`config.mk`:
```
export PLATFORM = sky130hd
export DESIGN_NAME = csd_queue
export DESIGN_NICKNAME = d
export VERILOG_FILES = /design/src/rtl/column_span_sprite_decoder_macros.svh /design/src/rtl/csd_pkg.sv /design/src/rtl/csd_queue.sv
export SDC_FILE = /design/constraint.sdc
export NUM_CORES = 1
export LEC_CHECK = 0
export BUFFER_PORTS_ARGS = -buffer_cell sky130_fd_sc_hd__buf_2
export CAP_MARGIN = 30
export CORE_UTILIZATION = 37
export DETAILED_ROUTE_END_ITERATION = 10
export PLACE_DENSITY = 0.68
export SLEW_MARGIN = 15
export SYNTH_ARGS = -nofsm -noshare
export SYNTH_HDL_FRONTEND = slang
export SYNTH_SLANG_ARGS = --single-unit
```
`constraint.sdc`:
```
create_clock -name clk_i -period 3.4 [get_ports clk_i]
set_clock_uncertainty 0.05 [all_clocks]
set_input_delay 0.85 -clock clk_i [delete_from_list [all_inputs] [get_ports clk_i]]
set_output_delay 0.85 -clock clk_i [all_outputs]
set_load 0.1 [all_outputs]
```
`src/rtl/column_span_sprite_decoder_macros.svh`:
```
`ifndef COLUMN_SPAN_SPRITE_DECODER_MACROS_SVH
`define COLUMN_SPAN_SPRITE_DECODER_MACROS_SVH

// property that must hold at every edge out of reset
`define CSD_ASSERT(name, prop, msg) \
  name: assert property (@(posedge clk_i) disable iff (!rst_ni) (prop)) else $error(msg);

// condition at one edge implies a consequence at the next
`define CSD_ASSERT_NEXT(name, pre, post, msg) \
  name: assert property (@(posedge clk_i) disable iff (!rst_ni) (pre) |=> (post)) \
    else $error(msg);

`endif

```
`src/rtl/csd_pkg.sv`:
```
`default_nettype none

package csd_pkg;

  localparam int unsigned PaletteSize = 256;
  localparam int unsigned PalIdxW     = $clog2(PaletteSize);
  localparam int unsigned QueueDepth  = 2;

  localparam logic [1:0] ModePal     = 2'd0;
  localparam logic [1:0] ModeByte    = 2'd1;
  localparam logic [1:0] ModeRestart = 2'd2;

  localparam logic [1:0] KindPixel    = 2'd0;
  localparam logic [1:0] KindEmpty    = 2'd1;
  localparam logic [1:0] KindTooWide  = 2'd2;
  localparam logic [1:0] KindBadStart = 2'd3;

  localparam logic [7:0] RowNone = 8'd255;
  localparam logic [7:0] GlowLo  = 8'd226;
  localparam logic [7:0] GlowHi  = 8'd254;
  localparam logic [17:0] HeaderBytes = 18'd4;

  typedef enum logic [1:0] {
    OP_PAL,
    OP_BYTE,
    OP_RESTART
  } csd_op_e;

  typedef enum logic [1:0] {
    PH_HEADER,
    PH_ENTRIES,
    PH_PIXELS,
    PH_DONE
  } csd_phase_e;

  typedef enum logic [1:0] {
    ST_IDLE,
    ST_PIX,
    ST_RD,
    ST_CHK
  } csd_state_e;

  typedef struct packed {
    logic [1:0] mode;
    logic [7:0] data_byte;
    logic [7:0] pal_index;
    logic [5:0] pal_red;
    logic [5:0] pal_green;
    logic [5:0] pal_blue;
  } csd_in_t;

  typedef struct packed {
    logic [1:0] kind;
    logic [7:0] pixel_x;
    logic [7:0] pixel_y;
    logic [7:0] red;
    logic [7:0] green;
    logic [7:0] blue;
    logic       opaque;
    logic       glow_index;
    logic       any_glow;
    logic       last;
  } csd_out_t;

  typedef struct packed {
    csd_op_e     op;
    logic [7:0]  data_byte;
    logic [7:0]  pal_index;
    logic [17:0] colour;
  } csd_cmd_t;

  typedef struct packed {
    logic     valid;
    csd_cmd_t cmd;
  } csd_push_t;

endpackage

`default_nettype wire

```
`src/rtl/csd_queue.sv`:
```
`default_nettype none

module csd_queue (
  input  wire logic               clk_i,
  input  wire logic               rst_ni,
  input  wire csd_pkg::csd_push_t push_i,
  input  wire logic               pop_i,
  output logic                    full_o,
  output logic                    valid_o,
  output csd_pkg::csd_cmd_t       cmd_o
);

  localparam int unsigned PtrW = $clog2(csd_pkg::QueueDepth);
  localparam int unsigned CntW = $clog2(csd_pkg::QueueDepth + 1);

  csd_pkg::csd_cmd_t  slot_q [csd_pkg::QueueDepth];
  logic [PtrW-1:0]    wr_ptr_q, wr_ptr_d;
  logic [PtrW-1:0]    rd_ptr_q, rd_ptr_d;
  logic [CntW-1:0]    count_q, count_d;
  logic               do_pop;

  assign full_o  = (count_q == CntW'(csd_pkg::QueueDepth));
  assign valid_o = (count_q != '0);
  assign cmd_o   = slot_q[rd_ptr_q];
  assign do_pop  = pop_i && valid_o;

  always_comb begin
    wr_ptr_d = wr_ptr_q;
    rd_ptr_d = rd_ptr_q;
    count_d  = count_q;
    if (push_i.valid) begin
      wr_ptr_d = (wr_ptr_q == PtrW'(csd_pkg::QueueDepth - 1)) ? '0 : PtrW'(wr_ptr_q + 1'b1);
    end
    if (do_pop) begin
      rd_ptr_d = (rd_ptr_q == PtrW'(csd_pkg::QueueDepth - 1)) ? '0 : PtrW'(rd_ptr_q + 1'b1);
    end
    case ({push_i.valid, do_pop})
      2'b10:   count_d = CntW'(count_q + 1'b1);
      2'b01:   count_d = CntW'(count_q - 1'b1);
      default: count_d = count_q;
    endcase
  end

  always_ff @(posedge clk_i or negedge rst_ni) begin
    if (!rst_ni) begin
      wr_ptr_q <= '0;
      rd_ptr_q <= '0;
      count_q  <= '0;
    end else begin
      wr_ptr_q <= wr_ptr_d;
      rd_ptr_q <= rd_ptr_d;
      count_q  <= count_d;
    end
  end

  always_ff @(posedge clk_i) begin
    if (push_i.valid) begin
      slot_q[wr_ptr_q] <= push_i.cmd;
    end
  end

endmodule

`default_nettype wire

```
======== Yosys cells after proc, flatten, opt, wreduce, memory -nomap -nowiden ========
Memories as Yosys holds them, arrays and structs flattened.
Cells that the tools add are included.
cells by class
  add/subtract/negate cells ............... 4
  multiply operators ...................... 0
  divide/modulo/power cells ............... 0
  order comparisons ....................... 0
  equal/unequal tests ..................... 3
  shift operators ......................... 0
  mux-type cells .......................... 5
  bitwise logic cells ..................... 0
  reduce and logical (&&, ||, !) cells .... 3
operators by type and width
  cell                                                                number
  2-bit == test, second input constant                                2
  1-bit two-way mux                                                   4
  2-bit case mux with 2 select lines                                  1
  2-bit nonzero test                                                  2
  1-bit adder, second input constant                                  2
  2-bit by 1-bit adder with 2-bit output, second input constant       1
  2-bit by 1-bit == test with 1-bit output, second input constant     1
  2-bit by 1-bit subtractor with 2-bit output, second input constant  1
  1-bit logical AND                                                   1
storage, ports and cells
  register bits ........................... 4
  bits in latches ......................... 0
  memory bits (writable) .................. 72
  ROM bits ................................ 0
  input bits .............................. 40
  word-level logic and storage cells ...... 19
  memories ................................ 1
memories
  name    depth  bits a word  rd ports  clocked after Yosys merged registers in  wr ports  RTL line         text
  slot_q  2      36           1         0                                        1         csd_queue.sv:16  csd_pkg::csd_cmd_t slot_q [csd_pkg::QueueDepth];

======== Logic depth before layout (Yosys ltp) ========
  word-level depth ........................ 4
  gate-level depth with buffers ........... 6
  gate-level depth less buffers ........... 6

======== Worst setup path after synthesis ========
Ideal clock, no wire load.
  path kind ............................... input to register
  from .................................... input port push_i[36] (netlist bit)
  to ...................................... memory slot_q[0][0] (netlist bit) (enable)
  library setup time ...................... 430 ps
  arrival time ............................ 2422 ps
  required time ........................... 2920 ps
  path slack .............................. 498 ps
  stages on the path ...................... 2
  buffers on the path ..................... 0
  cells stage by stage .................... inv_1 > nor2_1
on the way
  longest elaborated chain between the ends .. 2
ends and longest elaborated chain
  item                                     RTL line         text
  start, declared                          csd_queue.sv:6   input wire csd_pkg::csd_push_t push_i,
  1-bit two-way mux                        csd_queue.sv:57  if (push_i.valid) begin
  1-bit two-way mux (not written as such)  csd_queue.sv:58  slot_q[wr_ptr_q] <= push_i.cmd;
  end, declared                            csd_queue.sv:16
No other way between the ends.

==> summary.md <==
| Metric | Value |
|---|---|
| Largest net degree at the start of global routing | `37` |
| Antenna cells | `0` |
| F_max | `368.6 MHz` |
| Die area | `0.008328 sq mm` |
| Yosys cell types | `15` |
| Vias in the first global route | `1442` |
| Crit path required time | `2500 ps` |
| Fill count | `662` |
| R2r startpoint | `count_q[0]$_DFFE_PN0P_` |
| CP Class | `flop to output pin` |
| Ratio of cells with drive above 1 in the final layout | `61.09%` |
| Initial DRC count | `69` |
| Final WL | `4689 um` |
| Synth Cell Area | `0.002948 sq mm` |
| CP Capture Type | `output pin` |
| Longest Clk Path Bufs | `2` |
| Core area | `0.007727 sq mm` |
| Synth area leaders | `edfxtp_1 73%, mux2_4 15%, dfrtp_1 3.4%` |
| Area growth syn-to-layout | `23.51%` |
| Final setup margin | `687.2 ps` |
| Sum Neg Setup Slack | `0 ps` |
| First-pass GRT wire length | `7189 um` |
| Final hold violations | `0` |
| Die width | `91.26 um` |
| # nets final | `258` |
| Synth area leader | `edfxtp_1` |
| Slew Limit Fails | `0` |
| Routed via count | `1438` |
| Number of synthesized register bits | `76` |
| I/O Buffers | `77` |
| Initial Util | `38.15%` |
| Final ANT Viol Nets | `0` |
| # IOs | `78` |
| Sequential share of the synthesized area | `76.74%` |
| DRC Markers | `0` |
| Count of hold-fix buffers inserted at cts | `0` |
| DP Wirelength | `3035 um` |
| Critical Path Start | `rd_ptr_q$_DFFE_PN0P_` |
| Crit Path Max Fanout | `26` |
| Minimum clock period after layout | `2713 ps` |
| CTS root buf | `clkbuf_8` |
| Tot GR Track Use | `11.98%` |
| Clock sink count | `76` |
| Hold_ws | `264.6 ps` |
| Gpl congestion | `0.7363` |
| TritonCTS clock tree | `done` |
| FF/Latch Area | `0.002263 sq mm` |
| Final Setup Violations | `0` |
| Die Y | `91.26 um` |
| Rows | `32` |
| Slew headroom | `66.79%` |
| Clock Latency Late Sink | `330 ps` |
| Period utilization | `79.79%` |
| WL/cell | `14.52 um` |
| Initial antenna violation count | `0` |
| GRT overflow | `0` |
| Pre-CTS setup slack | `1018 ps` |
| Most common cell after layout, fill and taps aside | `buf_2` |
| Clk slew on worst S/H paths | `70 ps` |
| Synth Instances | `129` |
| RSZ-0062 raised after global routing | `false` |
| Avg Cell Area, Syn | `22.85 sq um` |
| Most frequent cells in the layout | `77 x buf_2, 72 x edfxtp_1, 29 x mux2_4` |
| Status | `complete, no violations` |
| Syn Nets | `170` |
| YS warnings | `0` |
| Crit start category | `flop` |
| H-tree lvl count | `3` |
| DR pass1 iterations | `4` |
| CTS buffer count | `9` |
| Crit path DAT | `1810 ps` |
| Setup Buffers After CTS | `0` |
| Max Cap Viol | `0` |
| Share of the synthesized area in the top cell type | `73.34%` |
| Area of the multi-input gates | `619.3 sq um` |
| Worst Max-Slew Pin Slew | `498.2 ps` |
| Via-per-instance ratio | `4.452` |
| Post-CTS resize count | `0` |
| Worst Hold Class | `primary input to async pin` |
==> through the flow <==
stage / utilization, % / instances / area [sq um]
detailed placement: 44.45 / 307 / 3435
CTS: 46.76 / 322 / 3613
finish: 47.12 / 323 / 3641
global route: 47.12 / 323 / 3641
floorplan: - / 129 / 2948
global placement: 44.45 / 307 / 3435
==> registers in the layout, summed over array words and instances, names as in the netlist <==
signal and cells:
slot_q 72, count_q 2, rd_ptr_q 1, wr_ptr_q 1
==> worst paths after layout <==
kind	end	slack, ps	cells past startpoint
setup / recovery	cmd_o[19]	690	3
hold / removal	count_q[0]$_DFFE_PN0P_	260	1
setup reg to reg	count_q[1]$_DFFE_PN0P_	1800	5
hold reg to reg	count_q[1]$_DFFE_PN0P_	480	1
max in group asynchronous	rd_ptr_q$_DFFE_PN0P_	2890	1
min in group clk_i	count_q[1]$_DFFE_PN0P_	480	1
==> synth_stat cells (all sizes together) <==
| library cell | n |
|---|---|
| mux2 | 36 |
| buf | 4 |
| dfrtp | 4 |
| ha | 1 |
| edfxtp | 72 |
| xor2 | 3 |
| nor2 | 2 |
| and2b | 1 |
| and2 | 2 |
| or2 | 1 |
| inv | 1 |
| xnor2 | 2 |
==> worst max-delay path: stages, from the launching register on <==
cell	delay [ps]
dfrtp_2	570
buf_12	280
mux2_4	320
buf_2	290
==> logic make-up after synthesis <==
family,share of synthesized area [%]
flip-flops,76.74
buffers and inverters,2.547
AND/OR/NAND/NOR,1.359
adder cells (fa/ha/maj),0.4244
multiplexers,17.45
XOR/XNOR,1.486
==> per-layer routing <==
| layer | GRT usage [%] | vias up | wire length, um |
|---|---|---|---|
| li1 | - | 674 | - |
| met1 | 14.40 | 697 | 2025 |
| met2 | 18.62 | 55 | 2258 |
| met3 | 3.601 | 12 | 278 |
| met4 | 7.937 | 0 | 127 |
| met5 | 0 | - | 0 |
==> layout make-up <==
class                           count  area share, %
Sequential cell                    76          62.16
Multi-Input combinational cell     48          17.01
Timing Repair Buffer               81          12.30
Tap cell                          102          3.505
Clock buffer                        9          3.402
Clock inverter                      6          1.512
Inverter                            1         0.1031
Power is not shown: default switching activity piles up to over one toggle a cycle in this logic, so the estimate is an artifact.
